===== src/rtl/smp_pkg.sv =====
// shared types, codes and constants of the stun message parser
package smp_pkg;

  localparam int unsigned MaxPacket  = 1024;
  localparam int unsigned HdrBytes   = 20;
  localparam int unsigned FifoDepth  = 4;
  localparam int unsigned FifoPtrW   = $clog2(FifoDepth);
  localparam int unsigned FifoCntW   = $clog2(FifoDepth + 1);
  localparam int unsigned InDataW    = 24;
  localparam int unsigned OutDataW   = 152;

  typedef enum logic [2:0] {
    PH_HEADER   = 3'd0,
    PH_ATTR_HDR = 3'd1,
    PH_VALUE    = 3'd2,
    PH_PAD      = 3'd3,
    PH_DONE     = 3'd4
  } phase_e;

  typedef enum logic [1:0] {
    KIND_HEADER     = 2'd0,
    KIND_ATTR_START = 2'd1,
    KIND_VALUE      = 2'd2,
    KIND_END        = 2'd3
  } kind_e;

  typedef enum logic [1:0] {
    STAT_OK        = 2'd0,
    STAT_SHORT     = 2'd1,
    STAT_BODY_LONG = 2'd2
  } status_e;

  typedef struct packed {
    kind_e        kind;
    status_e      status;
    logic [4:0]   method;
    logic [1:0]   class_bits;
    logic [31:0]  txid_high;
    logic [63:0]  txid_low;
    logic [15:0]  attr_code;
    logic [15:0]  attr_length;
    logic [7:0]   value_byte;
    logic         last_of_value;
    logic         last_in_run;
  } rec_t;

  // records produced by one parsed byte, first record in a
  typedef struct packed {
    logic [1:0] num;
    rec_t       a;
    rec_t       b;
  } push_t;

endpackage


===== src/rtl/smp_parse_core.sv =====
// parse state registers and per-byte record generation
module smp_parse_core (
  input  logic             clk_i,
  input  logic             rst_ni,
  input  logic             fire_i,
  input  logic [7:0]       data_byte_i,
  input  logic [10:0]      packet_length_i,
  output smp_pkg::push_t   push_o
);

  logic [10:0]      pos_q, pos_d;
  smp_pkg::phase_e  phase_q, phase_d;
  logic [15:0]      type_q, type_d;
  logic [7:0]       lenhi_q, lenhi_d;
  logic             rej_q, rej_d;
  logic [31:0]      txu_q, txu_d;
  logic [63:0]      txl_q, txl_d;
  logic [15:0]      curt_q, curt_d;
  logic [15:0]      curl_q, curl_d;
  logic [15:0]      vrem_q, vrem_d;

  logic [10:0]      len_eff;
  logic [11:0]      next_pos;
  logic             end_v;
  logic [15:0]      attr_len_new;
  logic [16:0]      attr_end;
  logic             attr_fit;
  logic [15:0]      vrem_dec;

  assign len_eff      = (packet_length_i > 11'(smp_pkg::MaxPacket)) ?
                        11'(smp_pkg::MaxPacket) : packet_length_i;
  assign next_pos     = {1'b0, pos_q} + 12'd1;
  assign end_v        = (next_pos >= {1'b0, len_eff});
  // attribute length as completed by the fourth attribute header byte
  assign attr_len_new = {curl_q[7:0], data_byte_i};
  assign attr_end     = {5'b0, next_pos} + {1'b0, attr_len_new};
  assign attr_fit     = (attr_end <= {6'b0, len_eff});
  assign vrem_dec     = vrem_q - 16'd1;

  // next state
  always_comb begin
    logic [16:0]      body_sum;
    logic [12:0]      hdr_end;

    body_sum = '0;
    hdr_end  = {1'b0, next_pos} + 13'd4;

    pos_d   = pos_q;
    phase_d = phase_q;
    type_d  = type_q;
    lenhi_d = lenhi_q;
    rej_d   = rej_q;
    txu_d   = txu_q;
    txl_d   = txl_q;
    curt_d  = curt_q;
    curl_d  = curl_q;
    vrem_d  = vrem_q;

    case (phase_q)
      smp_pkg::PH_HEADER: begin
        if (pos_q < 11'd2) begin
          type_d = {type_q[7:0], data_byte_i};
        end else if (pos_q == 11'd2) begin
          lenhi_d = data_byte_i;
        end else if (pos_q == 11'd3) begin
          body_sum = {1'b0, lenhi_q, data_byte_i} + 17'(smp_pkg::HdrBytes);
          rej_d    = ({6'b0, len_eff} < body_sum);
        end else if (pos_q >= 11'd8 && pos_q < 11'd12) begin
          txu_d = {txu_q[23:0], data_byte_i};
        end else if (pos_q >= 11'd12) begin
          txl_d = {txl_q[55:0], data_byte_i};
        end
        if (pos_q == 11'(smp_pkg::HdrBytes - 1)) begin
          if (rej_q) begin
            phase_d = smp_pkg::PH_DONE;
          end else begin
            phase_d = (len_eff < 11'(smp_pkg::HdrBytes + 4)) ?
                      smp_pkg::PH_DONE : smp_pkg::PH_ATTR_HDR;
          end
        end
      end
      smp_pkg::PH_ATTR_HDR: begin
        if (!pos_q[1]) begin
          curt_d = {curt_q[7:0], data_byte_i};
        end else begin
          curl_d = attr_len_new;
        end
        if (pos_q[1:0] == 2'd3) begin
          if (!attr_fit) begin
            phase_d = smp_pkg::PH_DONE;
          end else if (attr_len_new == 16'd0) begin
            phase_d = (hdr_end > {2'b0, len_eff}) ?
                      smp_pkg::PH_DONE : smp_pkg::PH_ATTR_HDR;
          end else begin
            vrem_d  = attr_len_new;
            phase_d = smp_pkg::PH_VALUE;
          end
        end
      end
      smp_pkg::PH_VALUE: begin
        vrem_d = vrem_dec;
        if (vrem_dec == 16'd0) begin
          if (next_pos[1:0] == 2'd0) begin
            phase_d = (hdr_end > {2'b0, len_eff}) ?
                      smp_pkg::PH_DONE : smp_pkg::PH_ATTR_HDR;
          end else begin
            phase_d = smp_pkg::PH_PAD;
          end
        end
      end
      smp_pkg::PH_PAD: begin
        // padding skipped up to the next 4-byte boundary
        if (next_pos[1:0] == 2'd0) begin
          phase_d = (hdr_end > {2'b0, len_eff}) ?
                    smp_pkg::PH_DONE : smp_pkg::PH_ATTR_HDR;
        end
      end
      default: begin
      end
    endcase

    if (end_v) begin
      // datagram done: back to the reset state for the next one
      pos_d   = '0;
      phase_d = smp_pkg::PH_HEADER;
      type_d  = '0;
      lenhi_d = '0;
      rej_d   = 1'b0;
      txu_d   = '0;
      txl_d   = '0;
      curt_d  = '0;
      curl_d  = '0;
      vrem_d  = '0;
    end else begin
      pos_d = next_pos[10:0];
    end
  end

  // records of the current byte
  always_comb begin
    logic             main_v;
    smp_pkg::rec_t    main_rec;
    smp_pkg::rec_t    end_rec;

    main_v   = 1'b0;
    main_rec = '0;
    end_rec  = '0;

    case (phase_q)
      smp_pkg::PH_HEADER: begin
        if (pos_q == 11'(smp_pkg::HdrBytes - 1) && !rej_q) begin
          main_v              = 1'b1;
          main_rec.kind       = smp_pkg::KIND_HEADER;
          main_rec.method     = type_q[4:0];
          main_rec.class_bits = {type_q[8], type_q[4]};
          main_rec.txid_high  = txu_q;
          main_rec.txid_low   = {txl_q[55:0], data_byte_i};
        end
      end
      smp_pkg::PH_ATTR_HDR: begin
        if (pos_q[1:0] == 2'd3 && attr_fit) begin
          main_v               = 1'b1;
          main_rec.kind        = smp_pkg::KIND_ATTR_START;
          main_rec.attr_code   = curt_q;
          main_rec.attr_length = attr_len_new;
        end
      end
      smp_pkg::PH_VALUE: begin
        main_v                 = 1'b1;
        main_rec.kind          = smp_pkg::KIND_VALUE;
        main_rec.attr_code     = curt_q;
        main_rec.attr_length   = curl_q;
        main_rec.value_byte    = data_byte_i;
        main_rec.last_of_value = (vrem_dec == 16'd0);
      end
      default: begin
      end
    endcase

    end_rec.kind        = smp_pkg::KIND_END;
    end_rec.last_in_run = 1'b1;
    if (pos_q < 11'(smp_pkg::HdrBytes - 1)) begin
      end_rec.status = smp_pkg::STAT_SHORT;
    end else if (rej_q) begin
      end_rec.status = smp_pkg::STAT_BODY_LONG;
    end else begin
      end_rec.status = smp_pkg::STAT_OK;
    end
    main_rec.last_in_run = !end_v;

    push_o.num = {1'b0, main_v} + {1'b0, end_v};
    push_o.a   = main_v ? main_rec : end_rec;
    push_o.b   = end_rec;
  end

  always_ff @(posedge clk_i or negedge rst_ni) begin
    if (!rst_ni) begin
      pos_q   <= '0;
      phase_q <= smp_pkg::PH_HEADER;
      type_q  <= '0;
      lenhi_q <= '0;
      rej_q   <= 1'b0;
      txu_q   <= '0;
      txl_q   <= '0;
      curt_q  <= '0;
      curl_q  <= '0;
      vrem_q  <= '0;
    end else if (fire_i) begin
      pos_q   <= pos_d;
      phase_q <= phase_d;
      type_q  <= type_d;
      lenhi_q <= lenhi_d;
      rej_q   <= rej_d;
      txu_q   <= txu_d;
      txl_q   <= txl_d;
      curt_q  <= curt_d;
      curl_q  <= curl_d;
      vrem_q  <= vrem_d;
    end
  end

endmodule


===== src/rtl/smp_out_fifo.sv =====
// result record queue, up to two writes and one read per cycle
module smp_out_fifo (
  input  logic             clk_i,
  input  logic             rst_ni,
  input  logic             push_en_i,
  input  smp_pkg::push_t   push_i,
  output logic             room_o,
  output logic             valid_o,
  input  logic             pop_i,
  output smp_pkg::rec_t    rec_o
);

  smp_pkg::rec_t                    mem_q [smp_pkg::FifoDepth];
  logic [smp_pkg::FifoPtrW-1:0]     wr_ptr_q, wr_ptr_d;
  logic [smp_pkg::FifoPtrW-1:0]     rd_ptr_q, rd_ptr_d;
  logic [smp_pkg::FifoCntW-1:0]     count_q, count_d;
  logic [1:0]                       num;
  logic                             pop;

  assign num     = push_en_i ? push_i.num : 2'd0;
  assign valid_o = (count_q != '0);
  assign pop     = pop_i && valid_o;
  assign room_o  = (count_q <= smp_pkg::FifoCntW'(smp_pkg::FifoDepth - 2));
  assign rec_o   = mem_q[rd_ptr_q];

  always_comb begin
    wr_ptr_d = wr_ptr_q + smp_pkg::FifoPtrW'(num);
    rd_ptr_d = rd_ptr_q + smp_pkg::FifoPtrW'(pop);
    count_d  = count_q + smp_pkg::FifoCntW'(num) - smp_pkg::FifoCntW'(pop);
  end

  always_ff @(posedge clk_i) begin
    if (num != 2'd0) begin
      mem_q[wr_ptr_q] <= push_i.a;
    end
    if (num == 2'd2) begin
      mem_q[wr_ptr_q + smp_pkg::FifoPtrW'(1)] <= push_i.b;
    end
  end

  always_ff @(posedge clk_i or negedge rst_ni) begin
    if (!rst_ni) begin
      wr_ptr_q <= '0;
      rd_ptr_q <= '0;
      count_q  <= '0;
    end else begin
      wr_ptr_q <= wr_ptr_d;
      rd_ptr_q <= rd_ptr_d;
      count_q  <= count_d;
    end
  end

endmodule


===== src/rtl/stun_message_parser_unit.sv =====
// top level: input register, byte parser and result queue of the stun message parser
// flow: an accepted byte waits in the input register and is parsed when the result queue has
//   room; its records are written to the queue and leave the output from there
// throughput: one byte per cycle while the result queue has room; a byte that also ends the
//   datagram gives two records that leave one by one, the 4-entry result queue absorbs these
// reset: rst_ni clears parse state, input valid flag and queue pointers; s_axis_tready_o is high
module stun_message_parser_unit (
  input  logic                            clk_i,
  input  logic                            rst_ni,
  input  logic                            s_axis_tvalid_i,
  output logic                            s_axis_tready_o,
  // [7:0] data_byte, [18:8] packet_length
  input  logic [smp_pkg::InDataW-1:0]     s_axis_tdata_i,
  output logic                            m_axis_tvalid_o,
  input  logic                            m_axis_tready_i,
  // [1:0] status, [6:2] method, [8:7] class_bits, [40:9] txid_high, [104:41] txid_low,
  // [120:105] attr_code, [136:121] attr_length, [144:137] value_byte, [145] last_of_value
  output logic [smp_pkg::OutDataW-1:0]    m_axis_tdata_o,
  // [1:0] kind
  output logic [1:0]                      m_axis_tuser_o,
  // last_in_run
  output logic                            m_axis_tlast_o
);

  logic               in_valid_q;
  logic [7:0]         in_byte_q;
  logic [10:0]        in_len_q;
  logic               accept;
  logic               fire;
  logic               room;
  smp_pkg::push_t     push;
  smp_pkg::rec_t      rec;

  assign fire            = in_valid_q && room;
  assign s_axis_tready_o = !in_valid_q || fire;
  assign accept          = s_axis_tvalid_i && s_axis_tready_o;

  always_ff @(posedge clk_i or negedge rst_ni) begin
    if (!rst_ni) begin
      in_valid_q <= 1'b0;
    end else if (accept) begin
      in_valid_q <= 1'b1;
    end else if (fire) begin
      in_valid_q <= 1'b0;
    end
  end

  always_ff @(posedge clk_i) begin
    if (accept) begin
      in_byte_q <= s_axis_tdata_i[7:0];
      in_len_q  <= s_axis_tdata_i[18:8];
    end
  end

  smp_parse_core u_parse_core (
    .clk_i           (clk_i),
    .rst_ni          (rst_ni),
    .fire_i          (fire),
    .data_byte_i     (in_byte_q),
    .packet_length_i (in_len_q),
    .push_o          (push)
  );

  smp_out_fifo u_out_fifo (
    .clk_i     (clk_i),
    .rst_ni    (rst_ni),
    .push_en_i (fire),
    .push_i    (push),
    .room_o    (room),
    .valid_o   (m_axis_tvalid_o),
    .pop_i     (m_axis_tready_i),
    .rec_o     (rec)
  );

  assign m_axis_tdata_o = {6'b0, rec.last_of_value, rec.value_byte, rec.attr_length,
                           rec.attr_code, rec.txid_low, rec.txid_high, rec.class_bits,
                           rec.method, rec.status};
  assign m_axis_tuser_o = rec.kind;
  assign m_axis_tlast_o = rec.last_in_run;

endmodule


===== config.mk =====
export PLATFORM = sky130hd
export DESIGN_NAME = stun_message_parser_unit
export DESIGN_NICKNAME = d
export VERILOG_FILES = /design/src/rtl/smp_pkg.sv /design/src/rtl/smp_parse_core.sv /design/src/rtl/smp_out_fifo.sv /design/src/rtl/stun_message_parser_unit.sv
export SDC_FILE = /design/constraint.sdc
export NUM_CORES = 2
export LEC_CHECK = 0
export ABC_AREA = 0
export BUFFER_PORTS_ARGS = -buffer_cell sky130_fd_sc_hd__buf_2
export CELL_PAD_IN_SITES_DETAIL_PLACEMENT = 1
export CELL_PAD_IN_SITES_GLOBAL_PLACEMENT = 1
export CORE_MARGIN = 5
export CORE_UTILIZATION = 40
export CTS_CLUSTER_SIZE = 28
export DETAILED_ROUTE_END_ITERATION = 8
export GPL_ROUTABILITY_DRIVEN = 0
export HOLD_SLACK_MARGIN = 0.03
export PLACE_DENSITY_LB_ADDON = 0.1
export SLEW_MARGIN = 20
export SYNTH_ARGS = -nofsm -noshare
export SYNTH_HDL_FRONTEND = slang
export SYNTH_SLANG_ARGS = --single-unit

===== constraint.sdc =====
create_clock -name clk_i -period 11.9 [get_ports clk_i]
set_input_delay 2.38 -clock clk_i [delete_from_list [all_inputs] [get_ports clk_i]]
set_output_delay 2.38 -clock clk_i [all_outputs]
set_load 0.005 [all_outputs]

# After elaboration in Yosys (flattened, before gate mapping)
# Memory sizes are Yosys's and may differ from the RTL's.
# Cells that the tools add are included.
[op_classes]
reduce_logical = 36
n_eq_ne = 19
n_addsub = 11
magnitude_cmp = 12
mux = 70
[op_table]
columns = ["operator", "count"]
rows = [
  ["$mux W56", 7],
  ["$mux W32", 7],
  ["$mux W103", 2],
  ["$mux W16", 10],
  ["$mux W149", 1],
  ["$pmux W32 S2", 1],
  ["$mux W9", 4],
  ["$mux W3", 11],
  ["$logic_not A16 Y1", 2],
  ["$mux W8", 4],
  ["$pmux W16 S2", 1],
  ["$eq A11 B2 Y1 const B", 2],
  ["$ge A11 B4 Y1 const B", 2],
  ["$lt A11 B5 Y1 const B", 2],
  ["$mux W11", 2],
  ["$reduce_bool A2 Y1", 10],
  ["$add A12 B16 Y17", 1],
  ["$add A16 B5 Y17 const B", 1],
  ["$le A17 B11 Y1", 1],
  ["$lt A11 B17 Y1", 1],
  ["$sub A16 B1 Y16 const B", 1],
  ["$ne A3 B1 Y1 const B", 5],
  ["$mux W1", 14],
  ["$add A12 B3 Y13 const B", 1],
  ["36 further kinds", 55],
]
[word_totals]
mem_bits_rw = 596
output_inout_bits = 157
wordCells = 165
memories = 1
regBits = 195
[mem_list]
columns = ["memory", "words", "word_bits", "rd", "rd_clocked_by_memory_dff", "wr", "line", "rtl"]
rows = [
  ["u_out_fifo.mem_q", 4, 149, 1, 0, 2, "smp_out_fifo.sv:13", "smp_pkg::rec_t mem_q [smp_pkg::FifoDepth];"],
]

# Depth between registers and ports, before layout
[logic_depth]
depth_word = 11
ltp_mapped = 33

# Hierarchy
# Synthesis repeated with hierarchy kept, for this count alone.
[hier_totals]
hier_cells = 2972
area_unflattened_um2 = 42009.0
[modules_own_cells]
columns = ["mod", "area_per_inst_um2", "cells_per_inst", "n_inst"]
rows = [
  ["smp_out_fifo", 29340.6, 1488, 1],
  ["smp_parse_core", 11989.0, 1453, 1],
  ["stun_message_parser_unit", 679.4, 31, 1],
]

# Worst setup path after synthesis
# OpenSTA, ideal clock, no wires.
[synth_path]
kind = "reg2reg"
startpoint = "register u_parse_core.pos_q[0]"
endpoint = "memory u_out_fifo.mem_q[1][60] (netlist name)"
path_stages_with_launch = 29
required_time_ps = 11840
setup_slack_ps = 5309
period_less_slack_ps = 6591
n_path_buf = 6
t_arrival_ps = 6531
cell_sequence = "dfrtp_1 clkbuf_1 nand2_1 nor3_1 xor2_1 ha_1 a2111oi_0 o21ai_1 a31o_2 a21oi_1 xnor2_1 ha_1 a21oi_1 o211ai_1 o311a_1 a2111oi_0 and4b_1 buf_6 and4_4 buf_6 or2_1 buf_2 ha_1 o21ai_1 nor2_1 nor2_1 clkbuf_1 clkbuf_1 a22o_1"
[synth_rtl]
columns = ["element", "line", "rtl"]
rows = [
  ["start: declaration", "smp_parse_core.sv:11", "logic [10:0] pos_q, pos_d;"],
  ["start signal: assignment", "smp_parse_core.sv:209", "pos_q <= pos_d;"],
  ["end: declaration", "smp_out_fifo.sv:13", ""],
]

==> run summary <==
The slowest stage of the critical path is the buf_4 cell. TritonCTS built the clock tree. In this run the number of H-tree levels came out at 3. The placeable core area came out at between 0.08 and 0.09 sq mm. The final layout contains slightly above 3k nets. The power density of the placed cells is 218 mW/mm^2. Counting every sink on the clock net gives 784. The gate count of the mapped netlist is 2947. The final cell count without fillers is between 4k and 5k. The floorplan has approximately 100 rows. The number of hold buffers added after CTS came out at 0. The number of buffers added by the clock tree synthesis step is 87. Of the cells placed in the final design, the portion with a size suffix greater than 1 is 18.1%. The type of the worst setup path is reg -> reg. The filler cell count came out at ~8.5k. The register clock-pin slew on the reported worst setup and hold paths came out at about 0.06 ns. The layout overhead on the synthesized area is 14.3%. The vertical die dimension is about 300 um.

The worst stage delay on the critical path came out at between 0.8 and 0.9 ns. The actual slew at the worst max-slew pin came out at ~1.1 ns. The share of synthesized registers carrying an async set or reset came out at approximately 22%. The tree is rooted in a clkbuf_16.

After detailed routing, the total wire length is around 110000 um. The worst ir drop on vdd is roughly 0.18 mV. The number of buffers and inverters on the critical path is 2. The floorplan step defined a die boundary enclosing 0.0869 sq mm. In this run the cell area of the synthesized design comes to between 0.03 and 0.04 sq mm.

The final core area utilization came out at between 40 and 50%. Counting tap cells, the placed design contains a total of slightly below 4k instances. The sequential area share after synthesis came out at between 50 and 60%.

Input and output buffers added on the ports amount to approximately 170. Among cell families on the critical path, the largest total delay comes from simple AND/OR/NAND/NOR gates. In this run the worst path has a maximum fanout of 63. The arrival time at the worst endpoint came out at 9.79 ns. The number of global-route vias before repair was between 20k and 30k. Walking the worst path, the cells encountered are nand3_1 -> nor3_1 -> xor2_1 -> ha_1 -> a2111oi_0 -> o21ai_1 -> a31o_2 -> a21oi_1 -> xnor2_1 -> ha_1 -> a21oi_1 -> o211ai_1 -> o311a_1 -> a2111oi_0 -> and4b_1 -> and4_4 -> or2_1 -> ha_1 -> o21ai_1 -> or2_2 -> nor2_4 -> buf_4 -> buf_4 -> a22o_1. Across all layers, the routed design uses 24.8k vias. The worst setup path is captured at a register. The worst hold path belongs to the class reg -> reg.

The number of pins exceeding their max-slew limit in the final report is 0. The effective utilization at floorplan is 40.3%. The aggregate global-route resource usage came out at 23.8%. For this run, the top clock speed supported by timing is 0.108 GHz. The I/O pin total is around 190. The pin count of the biggest net entering global routing is 107.

Clock skew on the completed layout was measured at ~0.028 ns. The number of distinct standard cells referenced by the synthesized netlist came out at 80. The half-perimeter wire length after placement came out at 63100 um.

The worst setup path is launched from a register. STA puts the critical path data required time at ~12 ns. Summed over all cells, the static leakage comes to between 15 and 20 nW.

The flow ran to the end, and the final reports show no timing, DRC or antenna violations. The final hold violation count was 0. Setup repair after global routing left no endpoint under its margin. The first global-routing pass estimated roughly 160000 um of wire.

The number of iterations in the first detailed-routing pass came out at 5. The setup TNS after final layout came out at 0 ns. Summed over all layers, the global routing overflow is 0. The starting DRC count in detailed routing is 1254.

The insertion delay of the later-clocked pin in the worst-skew pair is 0.64 ns. The share of the clock period used by the worst path after layout came out at 77.5%. In this run, synthesis inferred 27 flip-flops with an integrated enable.

The count of antenna-violating nets left after detailed routing is 0. The buffer depth of the longest clock path is 3. The number of gates resized after CTS is 0. The routed wire length per instance came out at 25.4 um.

The mean instance size in the synthesized netlist is 11.0 sq um. The cell repeated most along the worst path is ha_1. Max-cap violations in this run came to 0.

In the synthesized netlist the dominant register cell turns out to be dfxtp_1. Leaving out fill and tap cells, the most frequent cell in the layout is dfxtp_1. The horizontal extent of the die is between 200 and 300 um.

In the layout the commonest cells are dfxtp_1 (584), a22o_1 (444), nand2_1 (361), o21ai_0 (277), buf_2 (172). In this run the tightest slew margin relative to its limit is around 29%. The number of design rule violations left after detail routing is 0.

The number of synthesized register bits came out at between 700 and 800. The number of failing setup endpoints in the final timing report is 0. Dividing the detail-routed via count by the number of cells gives roughly 6. The setup fix buffers added after clock tree synthesis came out at 0.

The total of warnings raised by yosys is 0. The initial antenna violation count was 3. The routed design could run at a clock period as short as 9.22 ns.
==> cell type report <==
class                           count  area, sq um  share of cell area (%)
Clock buffer                      131         2630                    7.09
Tap cell                         1060         1330                    3.58
Clock inverter                     32          377                    1.02
Inverter                           49          184                   0.496
Multi-Input combinational cell   1858        14500                    39.0
Sequential cell                   784        16800                    45.4
Antenna cell                        1         2.50                 0.00675
Timing Repair Buffer              223         1260                    3.40
==> state kept, by name (all words and copies together) (netlist names), 2 cells and up <==
name / count
u_parse_core.vrem_q: 16
u_out_fifo.count_q: 3
u_out_fifo.rd_ptr_q: 2
u_out_fifo.mem_q: 592
u_parse_core.txl_q: 56
u_parse_core.txu_q: 32
in_byte_q: 8
u_parse_core.type_q: 6
u_parse_core.curl_q: 16
in_len_q: 11
u_parse_core.pos_q: 11
u_parse_core.lenhi_q: 8
u_parse_core.curt_q: 16
u_parse_core.phase_q: 3
u_out_fifo.wr_ptr_q: 2
==> cell usage after synthesis (16+ instances only) <==
master	instances	share of area [%]
a31oi_1	52	1.0
xnor2_1	24	0.65
buf_2	46	0.71
dfxtp_1	584	36
inv_1	46	0.53
a32o_1	16	0.49
nor3_1	29	0.45
a21oi_1	100	1.5
clkbuf_1	172	2.0
xor2_1	16	0.43
or3_1	16	0.31
a22o_1	444	12
buf_1	30	0.35
dfrtp_1	173	13
nand2_1	362	4.2
o21ai_0	277	4.3
edfxtp_1	27	2.5
nand3_1	63	0.97
mux4_2	148	10
nor2_1	46	0.53
ha_1	65	2.5
==> worst paths after layout <==
check	slack (ns)	start	depth (start not counted)	endpoint
min in group asynchronous	1.77	rst_ni	1	u_parse_core.curl_q[10]$_DFFE_PN0P_
hold / removal	0.45	u_out_fifo.mem_q[2][35]$_SDFFE_PP0N_	2	u_out_fifo.mem_q[2][35]$_SDFFE_PP0N_
setup reg to reg	2.68	u_parse_core.pos_q[3]$_DFFE_PN0P_	24	u_out_fifo.mem_q[1][74]$_SDFFE_PP0N_
hold reg to reg	0.45	u_out_fifo.mem_q[2][35]$_SDFFE_PP0N_	2	u_out_fifo.mem_q[2][35]$_SDFFE_PP0N_
setup / recovery	2.68	u_parse_core.pos_q[3]$_DFFE_PN0P_	24	u_out_fifo.mem_q[1][74]$_SDFFE_PP0N_
max in group asynchronous	8.64	rst_ni	2	u_parse_core.pos_q[1]$_DFFE_PN0P_
==> worst register-to-register path: stages (launching register included) <==
cell       delay, ns
dfrtp_1         0.55
nand3_1         0.34
nor3_1          0.34
xor2_1          0.50
ha_1            0.41
a2111oi_0       0.39
o21ai_1         0.23
a31o_2          0.29
a21oi_1         0.17
xnor2_1         0.16
ha_1            0.29
a21oi_1         0.20
o211ai_1        0.12
o311a_1         0.39
a2111oi_0       0.36
and4b_1         0.42
and4_4          0.56
or2_1           0.28
ha_1            0.36
o21ai_1         0.30
or2_2           0.65
nor2_4          0.15
buf_4           0.50
buf_4           0.90
a22o_1          0.29
==> stage by stage <==
stage | setup slack (ns) | total power, W | cell area (sq um) | hold slack, ns
final | 2.68 | 0.00810 | 37100 | 0.450
after global routing | 2.16 | 0.00854 | 37100 | 0.477
after CTS | 2.75 | 0.00819 | 37100 | 0.455
after detailed placement | 2.76 | 0.00538 | 34100 | 0.442
after global placement | 2.90 | 0.00530 | 34100 | 0.428
after floorplan | 5.31 | 0.00465 | 32500 | 0.420
==> layer usage <==
layer  track usage [%]  part of all wire, %  vias up
met5                 0                    0        -
met4              6.24                  2.5        0
met3              3.19                  3.8      153
met2              41.5                   49      508
met1              31.3                   44    13000
li1                  -                    -    11100
==> where the power goes <==
group,internal (W),switching (W)
combinational,0.000757,0.00122
sequential,0.00292,0.000417
clock,0.00166,0.00112
total,0.00534,0.00276
==> kinds of logic after synthesis <==
logic type | synth area share, %
flip-flops | 51.9
XOR/XNOR | 1.08
buffers and inverters | 3.97
adder cells (fa/ha/maj) | 2.63
other | 0.0116
AND/OR/NAND/NOR | 8.34
AO/OA/AOI/OAI | 21.7
multiplexers | 10.4
Power figures use the tool's default switching activity.
